File: src/rtl/gpc_pkg.sv
`timescale 1ns / 1ps
// Shared widths, register indexes, reset values and control structs
// for the gated PI position controller. No dependencies.
package gpc_pkg;

  // Sample and state sizing
  localparam int SAMPLE_BITS = 12;
  localparam int ACC_BITS    = 40;

  // Fixed field and register widths
  localparam int TGT_BITS      = 12;
  localparam int GAIN_BITS     = 16;
  localparam int LIM_BITS      = 12;
  localparam int DLIM_BITS     = 7;
  localparam int TS_BITS       = 32;
  localparam int FRAC_BITS     = 16;
  localparam int DRIVE_BITS    = 8;
  localparam int ERR_OUT_BITS  = 13;
  localparam int ERR_OUT_MAX   = 4095;
  localparam int SUM_BITS      = 64;
  localparam int CFG_DATA_BITS = 16;
  localparam int CFG_IDX_BITS  = 3;

  // Derived datapath widths
  localparam int VAL_BITS = (SAMPLE_BITS > TGT_BITS) ? SAMPLE_BITS : TGT_BITS;
  localparam int ERR_BITS = VAL_BITS + 1;                 // signed error
  localparam int PT_BITS  = ERR_BITS + GAIN_BITS + 1;     // signed P term
  localparam int NUM_BITS = VAL_BITS + GAIN_BITS;         // divider numerator

  // Register indexes
  localparam logic [CFG_IDX_BITS-1:0] REG_TARGET = 3'd0;
  localparam logic [CFG_IDX_BITS-1:0] REG_PGAIN  = 3'd1;
  localparam logic [CFG_IDX_BITS-1:0] REG_IGAIN  = 3'd2;
  localparam logic [CFG_IDX_BITS-1:0] REG_MLIM   = 3'd3;
  localparam logic [CFG_IDX_BITS-1:0] REG_SBAND  = 3'd4;
  localparam logic [CFG_IDX_BITS-1:0] REG_DLIM   = 3'd5;

  // Register reset values
  localparam logic [TGT_BITS-1:0]  RST_TARGET = 12'd2048;
  localparam logic [GAIN_BITS-1:0] RST_PGAIN  = 16'd6226;
  localparam logic [GAIN_BITS-1:0] RST_IGAIN  = 16'd1311;
  localparam logic [LIM_BITS-1:0]  RST_MLIM   = 12'd5;
  localparam logic [LIM_BITS-1:0]  RST_SBAND  = 12'd35;
  localparam logic [DLIM_BITS-1:0] RST_DLIM   = 7'd127;

  // Controller to datapath commands
  typedef struct packed {
    logic load_in;
    logic calc_err;
    logic calc_mul;
    logic div_start;
    logic upd_integ;
    logic calc_sum;
    logic load_out;
  } gpc_cmd_t;

  // Datapath to controller status
  typedef struct packed {
    logic cleared;
    logic div_done;
    logic out_block;
  } gpc_sts_t;

endpackage

File: src/rtl/gpc_div.sv
`timescale 1ns / 1ps
// Restoring unsigned divider, one quotient bit per cycle.
// Depends on gpc_pkg for the numerator and timestamp widths.
module gpc_div import gpc_pkg::*; (
  input  logic                clk,
  input  logic                rst,
  input  logic                start,
  input  logic [NUM_BITS-1:0] num,
  input  logic [TS_BITS-1:0]  den,
  output logic                done,
  output logic [NUM_BITS-1:0] quot
);

  localparam int CNT_BITS = $clog2(NUM_BITS + 1);

  logic [CNT_BITS-1:0] cnt;
  logic [TS_BITS-1:0]  den_r;
  logic [TS_BITS-1:0]  rem;
  logic [TS_BITS:0]    rem_sh;
  logic                ge;

  // Shift the next numerator bit into the partial remainder
  assign rem_sh = {rem, quot[NUM_BITS-1]};
  assign ge     = (rem_sh >= {1'b0, den_r});

  // Control: count iterations, pulse done on the last one
  always_ff @(posedge clk) begin
    if (rst) begin
      cnt  <= '0;
      done <= 1'b0;
    end else begin
      done <= 1'b0;
      if (start) begin
        cnt <= CNT_BITS'(NUM_BITS);
      end else if (cnt != '0) begin
        cnt <= cnt - 1'b1;
        if (cnt == CNT_BITS'(1)) begin
          done <= 1'b1;
        end
      end
    end
  end

  // Datapath: subtract when it fits, shift quotient bits in
  always_ff @(posedge clk) begin
    if (start) begin
      den_r <= den;
      rem   <= '0;
      quot  <= num;
    end else if (cnt != '0) begin
      if (ge) begin
        rem <= TS_BITS'(rem_sh - {1'b0, den_r});
      end else begin
        rem <= rem_sh[TS_BITS-1:0];
      end
      quot <= {quot[NUM_BITS-2:0], ge};
    end
  end

endmodule

File: src/rtl/gpc_datapath.sv
`timescale 1ns / 1ps
// Datapath: configuration registers, error and gate logic, P term, integral,
// saturating sum, drive clamp and output register. Uses gpc_pkg and gpc_div.
module gpc_datapath import gpc_pkg::*; (
  input  logic                          clk,
  input  logic                          rst,
  input  gpc_cmd_t                      cmd,
  output gpc_sts_t                      sts,
  input  logic                          cfg_write,
  input  logic [CFG_IDX_BITS-1:0]       cfg_index,
  input  logic [CFG_DATA_BITS-1:0]      cfg_data,
  input  logic [SAMPLE_BITS-1:0]        position_sample,
  input  logic [TS_BITS-1:0]            timestamp_ms,
  output logic                          out_valid,
  input  logic                          out_stall,
  output logic signed [DRIVE_BITS-1:0]  motor_drive,
  output logic signed [ERR_OUT_BITS-1:0] position_error,
  output logic                          integral_cleared
);

  localparam int IW = ACC_BITS + 2;
  localparam int SW = SUM_BITS + 2;
  localparam int MW = SUM_BITS - FRAC_BITS;

  // Configuration
  logic [TGT_BITS-1:0]  target_position;
  logic [GAIN_BITS-1:0] prop_gain;
  logic [GAIN_BITS-1:0] integ_gain;
  logic [LIM_BITS-1:0]  motion_limit;
  logic [LIM_BITS-1:0]  settle_band;
  logic [DLIM_BITS-1:0] drive_limit;

  // State
  logic [TS_BITS-1:0]     last_timestamp;
  logic [SAMPLE_BITS-1:0] last_sample;
  logic signed [ACC_BITS-1:0] integral_acc;

  // Working registers
  logic [SAMPLE_BITS-1:0]     sample_r;
  logic [TS_BITS-1:0]         ts_r;
  logic signed [ERR_BITS-1:0] error_r;
  logic [VAL_BITS-1:0]        emag_r;
  logic [TS_BITS-1:0]         dt_r;
  logic                       cleared_r;
  logic signed [PT_BITS-1:0]  pterm_r;
  logic [NUM_BITS-1:0]        num_r;
  logic signed [SUM_BITS-1:0] sum_r;

  // Combinational terms
  logic signed [ERR_BITS-1:0] error_c;
  logic [VAL_BITS-1:0]        emag_c;
  logic [VAL_BITS-1:0]        smove_c;
  logic [VAL_BITS-1:0]        samp_x;
  logic [VAL_BITS-1:0]        last_x;
  logic [TS_BITS-1:0]         dt_c;
  logic                       cleared_c;
  logic [NUM_BITS-1:0]        quot;
  logic                       div_done;
  logic signed [IW-1:0]       step_c;
  logic signed [IW-1:0]       isum_c;
  logic signed [ACC_BITS-1:0] integ_c;
  logic signed [SW-1:0]       psum_c;
  logic signed [SUM_BITS-1:0] sum_c;
  logic [SUM_BITS-1:0]        smag_c;
  logic [MW-1:0]              dmag_c;
  logic [DLIM_BITS-1:0]       dclamp_c;
  logic signed [DRIVE_BITS-1:0] drive_c;
  logic signed [ERR_BITS-1:0] eclamp_c;

  // Write configuration registers
  always_ff @(posedge clk) begin
    if (rst) begin
      target_position <= RST_TARGET;
      prop_gain       <= RST_PGAIN;
      integ_gain      <= RST_IGAIN;
      motion_limit    <= RST_MLIM;
      settle_band     <= RST_SBAND;
      drive_limit     <= RST_DLIM;
    end else if (cfg_write) begin
      unique case (cfg_index)
        REG_TARGET: target_position <= cfg_data[TGT_BITS-1:0];
        REG_PGAIN:  prop_gain       <= cfg_data[GAIN_BITS-1:0];
        REG_IGAIN:  integ_gain      <= cfg_data[GAIN_BITS-1:0];
        REG_MLIM:   motion_limit    <= cfg_data[LIM_BITS-1:0];
        REG_SBAND:  settle_band     <= cfg_data[LIM_BITS-1:0];
        REG_DLIM:   drive_limit     <= cfg_data[DLIM_BITS-1:0];
        default: ;
      endcase
    end
  end

  // Error, magnitude, time step and gate conditions
  assign samp_x  = VAL_BITS'(sample_r);
  assign last_x  = VAL_BITS'(last_sample);
  assign error_c = $signed({1'b0, VAL_BITS'(target_position)}) - $signed({1'b0, samp_x});
  assign emag_c  = error_c[ERR_BITS-1] ? VAL_BITS'(-error_c) : VAL_BITS'(error_c);
  assign smove_c = (samp_x > last_x) ? (samp_x - last_x) : (last_x - samp_x);
  assign dt_c    = ts_r - last_timestamp;
  assign cleared_c = (dt_c == '0) || (smove_c > VAL_BITS'(motion_limit)) ||
                     (emag_c < VAL_BITS'(settle_band));

  // Signed integral step and saturating accumulate
  assign step_c  = error_r[ERR_BITS-1] ? -$signed(IW'(quot)) : $signed(IW'(quot));
  assign isum_c  = $signed({{2{integral_acc[ACC_BITS-1]}}, integral_acc}) + step_c;
  always_comb begin
    if ((isum_c[IW-1:ACC_BITS-1] == '0) || (isum_c[IW-1:ACC_BITS-1] == '1)) begin
      integ_c = isum_c[ACC_BITS-1:0];
    end else begin
      integ_c = {isum_c[IW-1], {(ACC_BITS-1){~isum_c[IW-1]}}};
    end
  end

  // P plus I, saturated to the 64-bit range
  assign psum_c = $signed({{(SW-PT_BITS){pterm_r[PT_BITS-1]}}, pterm_r}) +
                  $signed({{(SW-ACC_BITS){integral_acc[ACC_BITS-1]}}, integral_acc});
  always_comb begin
    if ((psum_c[SW-1:SUM_BITS-1] == '0) || (psum_c[SW-1:SUM_BITS-1] == '1)) begin
      sum_c = psum_c[SUM_BITS-1:0];
    end else begin
      sum_c = {psum_c[SW-1], {(SUM_BITS-1){~psum_c[SW-1]}}};
    end
  end

  // Drop fraction bits of the magnitude and clamp the drive
  assign smag_c   = sum_r[SUM_BITS-1] ? (~sum_r + 1'b1) : sum_r;
  assign dmag_c   = smag_c[SUM_BITS-1:FRAC_BITS];
  assign dclamp_c = (dmag_c > MW'(drive_limit)) ? drive_limit : dmag_c[DLIM_BITS-1:0];
  assign drive_c  = sum_r[SUM_BITS-1] ? -$signed({1'b0, dclamp_c}) : $signed({1'b0, dclamp_c});

  // Clamp the reported error to the output field
  always_comb begin
    if (error_r > $signed(ERR_BITS'(ERR_OUT_MAX))) begin
      eclamp_c = $signed(ERR_BITS'(ERR_OUT_MAX));
    end else if (error_r < -$signed(ERR_BITS'(ERR_OUT_MAX))) begin
      eclamp_c = -$signed(ERR_BITS'(ERR_OUT_MAX));
    end else begin
      eclamp_c = error_r;
    end
  end

  // Capture the input beat
  always_ff @(posedge clk) begin
    if (cmd.load_in) begin
      sample_r <= position_sample;
      ts_r     <= timestamp_ms;
    end
  end

  // Error stage, products and sum
  always_ff @(posedge clk) begin
    if (cmd.calc_err) begin
      error_r   <= error_c;
      emag_r    <= emag_c;
      dt_r      <= dt_c;
      cleared_r <= cleared_c;
    end
    if (cmd.calc_mul) begin
      pterm_r <= PT_BITS'(error_r) * PT_BITS'($signed({1'b0, prop_gain}));
      num_r   <= NUM_BITS'(emag_r) * NUM_BITS'(integ_gain);
    end
    if (cmd.calc_sum) begin
      sum_r <= sum_c;
    end
  end

  // Tick state: last sample, last time, integral
  always_ff @(posedge clk) begin
    if (rst) begin
      last_timestamp <= '0;
      last_sample    <= '0;
      integral_acc   <= '0;
    end else begin
      if (cmd.calc_err) begin
        last_timestamp <= ts_r;
        last_sample    <= sample_r;
      end
      if (cmd.upd_integ) begin
        integral_acc <= cleared_r ? '0 : integ_c;
      end
    end
  end

  gpc_div u_div (
    .clk   (clk),
    .rst   (rst),
    .start (cmd.div_start),
    .num   (num_r),
    .den   (dt_r),
    .done  (div_done),
    .quot  (quot)
  );

  // Output register: hold while stalled, drop valid once taken
  always_ff @(posedge clk) begin
    if (rst) begin
      out_valid <= 1'b0;
    end else if (cmd.load_out) begin
      out_valid <= 1'b1;
    end else if (!out_stall) begin
      out_valid <= 1'b0;
    end
  end

  always_ff @(posedge clk) begin
    if (cmd.load_out) begin
      motor_drive      <= drive_c;
      position_error   <= eclamp_c[ERR_OUT_BITS-1:0];
      integral_cleared <= cleared_r;
    end
  end

  assign sts.cleared   = cleared_r;
  assign sts.div_done  = div_done;
  assign sts.out_block = out_valid && out_stall;

endmodule

File: src/rtl/gpc_ctrl.sv
`timescale 1ns / 1ps
// Sequencer for one tick: capture, error, products, divide (skipped on a gated
// tick), integrate, sum, deliver. Uses gpc_pkg command and status structs.
module gpc_ctrl import gpc_pkg::*; (
  input  logic     clk,
  input  logic     rst,
  input  logic     in_valid,
  output logic     in_stall,
  input  gpc_sts_t sts,
  output gpc_cmd_t cmd
);

  localparam logic [2:0] S_IDLE  = 3'd0;
  localparam logic [2:0] S_ERR   = 3'd1;
  localparam logic [2:0] S_MUL   = 3'd2;
  localparam logic [2:0] S_DST   = 3'd3;
  localparam logic [2:0] S_DIV   = 3'd4;
  localparam logic [2:0] S_INTEG = 3'd5;
  localparam logic [2:0] S_SUM   = 3'd6;
  localparam logic [2:0] S_OUT   = 3'd7;

  logic [2:0] state;
  logic [2:0] state_next;

  assign in_stall = (state != S_IDLE);

  // Next state and commands
  always_comb begin
    state_next = state;
    cmd        = '0;
    unique case (state)
      S_IDLE: begin
        if (in_valid) begin
          cmd.load_in = 1'b1;
          state_next  = S_ERR;
        end
      end
      S_ERR: begin
        cmd.calc_err = 1'b1;
        state_next   = S_MUL;
      end
      S_MUL: begin
        cmd.calc_mul = 1'b1;
        state_next   = sts.cleared ? S_INTEG : S_DST;
      end
      S_DST: begin
        cmd.div_start = 1'b1;
        state_next    = S_DIV;
      end
      S_DIV: begin
        if (sts.div_done) begin
          state_next = S_INTEG;
        end
      end
      S_INTEG: begin
        cmd.upd_integ = 1'b1;
        state_next    = S_SUM;
      end
      S_SUM: begin
        cmd.calc_sum = 1'b1;
        state_next   = S_OUT;
      end
      S_OUT: begin
        if (!sts.out_block) begin
          cmd.load_out = 1'b1;
          state_next   = S_IDLE;
        end
      end
      default: state_next = S_IDLE;
    endcase
  end

  // Advance state
  always_ff @(posedge clk) begin
    if (rst) begin
      state <= S_IDLE;
    end else begin
      state <= state_next;
    end
  end

endmodule

File: src/rtl/gated_pi_position_controller_core.sv
`timescale 1ns / 1ps
// Gated PI position controller: one drive command per sample tick.
// Depends on gpc_pkg, gpc_ctrl, gpc_datapath (with gpc_div).
//
// Input channel: in_valid/in_stall carrying position_sample and timestamp_ms.
// Output channel: out_valid/out_stall carrying motor_drive, position_error
// and integral_cleared. A beat moves when valid is high and stall is low.
// Configuration: cfg_write with cfg_index (0 target, 1 prop gain, 2 integ
// gain, 3 motion limit, 4 settle band, 5 drive limit) and cfg_data; write
// only while no tick is in flight.
// One tick is processed at a time. With the integral step, the tick runs
// through the iterative divider (one quotient bit per cycle, NUM_BITS = 28
// at 12-bit samples). A gated tick (integral cleared) skips the divider.
// The finished result sits in an output register; if the receiver stalls,
// it holds there and the sequencer waits only when the next result is
// ready to replace it.
// Reset (rst, synchronous): registers return to their defaults, the last
// sample, last timestamp and integral return to zero, no result is pending.
module gated_pi_position_controller_core import gpc_pkg::*; (
  input  logic                           clk,
  input  logic                           rst,
  input  logic                           cfg_write,
  input  logic [CFG_IDX_BITS-1:0]        cfg_index,
  input  logic [CFG_DATA_BITS-1:0]       cfg_data,
  input  logic                           in_valid,
  output logic                           in_stall,
  input  logic [SAMPLE_BITS-1:0]         position_sample,
  input  logic [TS_BITS-1:0]             timestamp_ms,
  output logic                           out_valid,
  input  logic                           out_stall,
  output logic signed [DRIVE_BITS-1:0]   motor_drive,
  output logic signed [ERR_OUT_BITS-1:0] position_error,
  output logic                           integral_cleared
);

  gpc_cmd_t cmd;
  gpc_sts_t sts;

  gpc_ctrl u_ctrl (
    .clk      (clk),
    .rst      (rst),
    .in_valid (in_valid),
    .in_stall (in_stall),
    .sts      (sts),
    .cmd      (cmd)
  );

  gpc_datapath u_dp (
    .clk              (clk),
    .rst              (rst),
    .cmd              (cmd),
    .sts              (sts),
    .cfg_write        (cfg_write),
    .cfg_index        (cfg_index),
    .cfg_data         (cfg_data),
    .position_sample  (position_sample),
    .timestamp_ms     (timestamp_ms),
    .out_valid        (out_valid),
    .out_stall        (out_stall),
    .motor_drive      (motor_drive),
    .position_error   (position_error),
    .integral_cleared (integral_cleared)
  );

  // Never divide on a gated tick (a zero time step is gated)
  a_no_div_when_gated: assert property (@(posedge clk) disable iff (rst)
    cmd.div_start |-> !sts.cleared)
    else $error("divider started on a gated tick");

  // Never overwrite a result that the receiver has not taken
  a_no_overwrite: assert property (@(posedge clk) disable iff (rst)
    cmd.load_out |-> !(out_valid && out_stall))
    else $error("pending result overwritten");

  // One tick in flight: an accepted beat closes the input
  a_one_in_flight: assert property (@(posedge clk) disable iff (rst)
    (in_valid && !in_stall) |=> in_stall)
    else $error("input accepted twice in a row");

  // Drive magnitude stays within the 7-bit clamp
  a_drive_range: assert property (@(posedge clk) disable iff (rst)
    out_valid |-> (motor_drive != -8'sd128))
    else $error("drive outside clamp range");

endmodule
File: config.mk
export PLATFORM = sky130hd
export DESIGN_NAME = gated_pi_position_controller_core
export DESIGN_NICKNAME = d
export VERILOG_FILES = /design/src/rtl/gpc_pkg.sv /design/src/rtl/gpc_div.sv /design/src/rtl/gpc_datapath.sv /design/src/rtl/gpc_ctrl.sv /design/src/rtl/gated_pi_position_controller_core.sv
export SDC_FILE = /design/constraint.sdc
export NUM_CORES = 2
export LEC_CHECK = 0
export BUFFER_PORTS_ARGS = -buffer_cell sky130_fd_sc_hd__buf_2
export CORE_ASPECT_RATIO = 0.75
export CORE_MARGIN = 4
export CORE_UTILIZATION = 51
export CTS_BUF_LIST = sky130_fd_sc_hd__clkbuf_8
export CTS_CLUSTER_DIAMETER = 30
export DETAILED_ROUTE_END_ITERATION = 10
export GPL_TIMING_DRIVEN = 1
export PLACE_DENSITY = 0.69
export SKIP_LAST_GASP = 1
export SYNTH_ARGS = -nofsm -noshare
export SYNTH_HDL_FRONTEND = slang
export SYNTH_SLANG_ARGS = --single-unit
export TNS_END_PERCENT = 30
File: constraint.sdc
create_clock -name clk -period 8.72 [get_ports clk]
set_clock_uncertainty 0.15 [all_clocks]
set_input_delay 1.308 -clock clk [delete_from_list [all_inputs] [get_ports clk]]
set_output_delay 1.308 -clock clk [all_outputs]
set_load 0.05 [all_outputs]
==> impl_summary.txt <==
----------------------------------------------------
[Outcome]
  Run status ... finished, final reports clean

[Route]
  Total Wirelength ... 99,200 um
  Pre-antenna DRT Iters ... 5
  Final antenna-violating net count ... 0
  Ratio of routed vias to standard cells ... 5.52
  DRC errors left ... 0
  WL/cell ... 17.5 um
  Total vias in the final route ... 31.2k
  Iteration-0 DRC Markers ... 2,529

[Global routing]
  Number of antenna violations at the first check in global routing ... 6
  Number of global-route vias before repair ... 29.8k
  First-pass GRT wire length ... 160,000 um
  Gr usage total ... 0.235
  Overflow left after global routing ... 0
  Pin count of the biggest net entering global routing ... 106

[STA]
  Worst Max-Slew Pin Slew ... 1.27 ns
  Final max-slew violation count ... 0
  Worst slew margin relative to its limit ... 0.154
  Setup TNS after final layout ... 0 ns
  Setup violation total in the final timing report ... 0
  Hold violation count in the final report ... 0
  Post-route clock period utilization ... 0.816
  Worst-case hold slack ... 0.268 ns
  Final worst path period need ... 7.12 ns
  RSZ-0062 raised after global routing ... false
  Highest achievable clock rate ... 0.141 GHz

[Yosys]
  Synthesis Warnings ... 0
  Proportion of register bits with asynchronous set or reset after synthesis ... 0
  Syn avg cell area ... 9.08 um2
  Cell area after synthesis ... 0.0408 mm2
  Seq cells post-synth ... 483
  Synthesized instance count ... 4,489
  Sequential-to-total area share from yosys stat ... 0.306
  Number of unique standard cell types used by synthesis ... 86
  Primary flip-flop cell chosen by synthesis mapping ... sky130_fd_sc_hd__edfxtp_1
  Net count after synthesis ... 5,242
  Area leader, netlist ... sky130_fd_sc_hd__edfxtp_1
  Share of Yosys cell area claimed by the top area cell type ... 0.208
  Cell types with the largest area share after synthesis ... sky130_fd_sc_hd__edfxtp_1 (21%), sky130_fd_sc_hd__fa_1 (15%), sky130_fd_sc_hd__ha_1 (12%)
  Number of flops mapped to enable cells by yosys ... 282

[Layout]
  Final-stage net count ... 5,279
  Most common cell after layout, fill and taps aside ... sky130_fd_sc_hd__nand2_1
  Commonest cells after routing, fill and taps aside ... sky130_fd_sc_hd__nand2_1 (734), sky130_fd_sc_hd__inv_1 (559), sky130_fd_sc_hd__ha_1 (384), sky130_fd_sc_hd__a21oi_1 (312), sky130_fd_sc_hd__fa_1 (301)
  Area growth, synth to finish ... 8.34%
  Fraction of layout cells with a size suffix above 1 ... 0.0678

[Floorplan]
  Row count ... 89
  Die Y ... 253 um
  Placeable core region ... 0.0790 mm2
  Number of top-level pins ... 92
  Starting density of the core ... 0.516
  Die ar. ... 0.0846 mm2
  Chip width ... 334 um

[Min path]
  Startpoint of the tightest hold check path ... u_dp.dt_r[23]
  WHS Endpoint ... u_dp.u_div.den_r[23]
  HP Class ... reg2reg
  Worst hold path cell count ... 0

[Clock tree]
  Maximum clock path buffer count ... 3
  Clock sinks ... 483
  Resize count post-CTS ... 0
  Clk_lat worst skew ... 0.73 ns
  CTS clock-pin slew for the worst setup and hold paths ... 0.06 ns
  Clock tree from TritonCTS ... built
  CTS root buffer ... sky130_fd_sc_hd__clkbuf_8
  Number of CTS-inserted buffers ... 92
  # hold bufs at CTS ... 0
  Setup bufs post-CTS ... 0
  H-tree levels ... 3

[Pwr]
  Static power due to leakage ... 0.0197 uW
  Peak VDD IR ... 0.000452 V
  Power per Cell Area ... 347 mW/mm2
  Final total power ... 15,300 uW

[Critical path]
  Type of element capturing the critical path ... register
  Largest driver fanout on the critical path ... 21
  Worst Path Class, Setup ... reg2reg
  Startpoint types ... register
  Data arrival, critical path ... 7.60 ns
  Internal reg-to-reg setup slack ... 1.60 ns
  Req. time, crit path ... 9.21 ns
  R2R Path Start ... u_dp.u_div.quot[3]
  Critical register-to-register path endpoint ... u_dp.integral_acc[9]
  Path depth of the worst reg2reg path ... 20

[Place]
  DP Wirelength ... 74,500 um
  Port Buffer Count ... 91
  Routability-driven placement congestion ratio ... 0.906

[Run]
  Max-Cap Viols ... 0

----------------------------------------------------
==> routing by layer <==
layer | GRT usage | vias up | share of wire
li1 | - | 15186 | -
met1 | 0.372 | 14809 | 0.50
met2 | 0.322 | 1058 | 0.39
met3 | 0.0523 | 148 | 0.089
met4 | 0.0616 | 4 | 0.021
met5 | 0 | - | 0.00026
==> flip-flops by register name, indices dropped and copies added, names as in the netlist, 28 cells and up <==
register and count:
u_dp.sum_r 41, u_dp.integral_acc 40, u_dp.dt_r 32, u_dp.last_timestamp 32, u_dp.ts_r 32, u_dp.u_div.den_r 32, u_dp.u_div.rem 32, u_dp.pterm_r 30
u_dp.num_r 28, u_dp.u_div.quot 28
==> Yosys cell counts, drive strengths merged, types with 13 or more instances <==
cell type,number
o31ai,18
or2,22
and3,24
nand4,21
xnor2,176
nand3b,26
a21o,81
clkbuf,153
fa,301
nor3,50
ha,384
dfxtp,201
edfxtp,282
a31oi,34
o21ai,183
inv,546
nor2b,48
xor2,56
mux2i,33
nand3,49
a21boi,13
nor2,197
and2,165
a21oi,313
or4,17
o21a,59
nand2b,39
or3,24
nand2,734
a211oi,35
o21bai,32
nor4,21
==> worst max-delay path, stage by stage (launching register included) <==
cell,delay (ns)
sky130_fd_sc_hd__edfxtp_1,0.47
sky130_fd_sc_hd__nor4_2,0.53
sky130_fd_sc_hd__nand2_1,0.20
sky130_fd_sc_hd__or3_1,0.43
sky130_fd_sc_hd__or3_1,0.37
sky130_fd_sc_hd__or2_2,0.30
sky130_fd_sc_hd__or3_1,0.41
sky130_fd_sc_hd__nor2_1,0.60
sky130_fd_sc_hd__nor2_1,0.09
sky130_fd_sc_hd__ha_1,0.50
sky130_fd_sc_hd__nand2_1,0.13
sky130_fd_sc_hd__nor2_1,0.22
sky130_fd_sc_hd__and3_1,0.24
sky130_fd_sc_hd__nand2_1,0.13
sky130_fd_sc_hd__nor3_1,0.20
sky130_fd_sc_hd__a211oi_1,0.11
sky130_fd_sc_hd__nor2b_1,0.15
sky130_fd_sc_hd__a22oi_1,0.40
sky130_fd_sc_hd__a31o_2,0.56
sky130_fd_sc_hd__nand2b_1,0.53
sky130_fd_sc_hd__o21ai_0,0.28
==> metrics by stage <==
| stage | cell area [um2] | worst slack [ns] | instances | utilization |
|---|---|---|---|---|
| finish | 44200 | 1.60 | 5654 | 0.559 |
| global route | 44200 | 1.13 | 5653 | 0.559 |
| CTS | 44100 | 1.79 | 5650 | 0.559 |
| detailed placement | 42000 | 1.80 | 5478 | 0.532 |
| global placement | 42000 | 1.92 | 5478 | 0.532 |
| floorplan | 40800 | 2.31 | 4489 | - |
==> logic make-up (layout without fill, tap and decap cells) <==
group,count (synthesis),count (layout),share of synthesized area
adder cells (fa/ha/maj),685,685,0.266
multiplexers,38,38,0.00979
buffers and inverters,713,828,0.0665
AO/OA/AOI/OAI,871,871,0.132
other,0,4,0
AND/OR/NAND/NOR,1467,1467,0.169
XOR/XNOR,232,232,0.0500
flip-flops,483,483,0.306
==> power breakdown <==
group	switching, uW	internal, uW
Combinational	5190	3880
Clock	1090	1420
Sequential	437	3320
==> final cells by class <==
type	count	area, um2
inverter	548	2060
clock buffer	102	1400
fill	6928	34800
clock inverter	70	704
tap	1046	1310
multi-input combinational	3293	25600
timing repair buffer	108	586
sequential	483	12500
antenna	4	10.0
==> worst max path at each step <==
| stage | from | to | slack, ns |
|---|---|---|---|
| 6_report | u_dp.u_div.quot[3] | u_dp.integral_acc[9] | 1.60 |
| 5_1_grt | u_dp.u_div.quot[3] | u_dp.integral_acc[9] | 1.13 |
| 4_1_cts | u_dp.u_div.quot[3] | u_dp.integral_acc[9] | 1.79 |
| 3_5_place_dp | u_dp.u_div.quot[3] | u_dp.integral_acc[9] | 1.80 |
| 3_3_place_gp | u_dp.u_div.quot[3] | u_dp.integral_acc[9] | 1.92 |
| 2_1_floorplan | u_dp.error_r[12] | u_dp.pterm_r[29] | 2.31 |
Power figures use the tool's default switching activity.
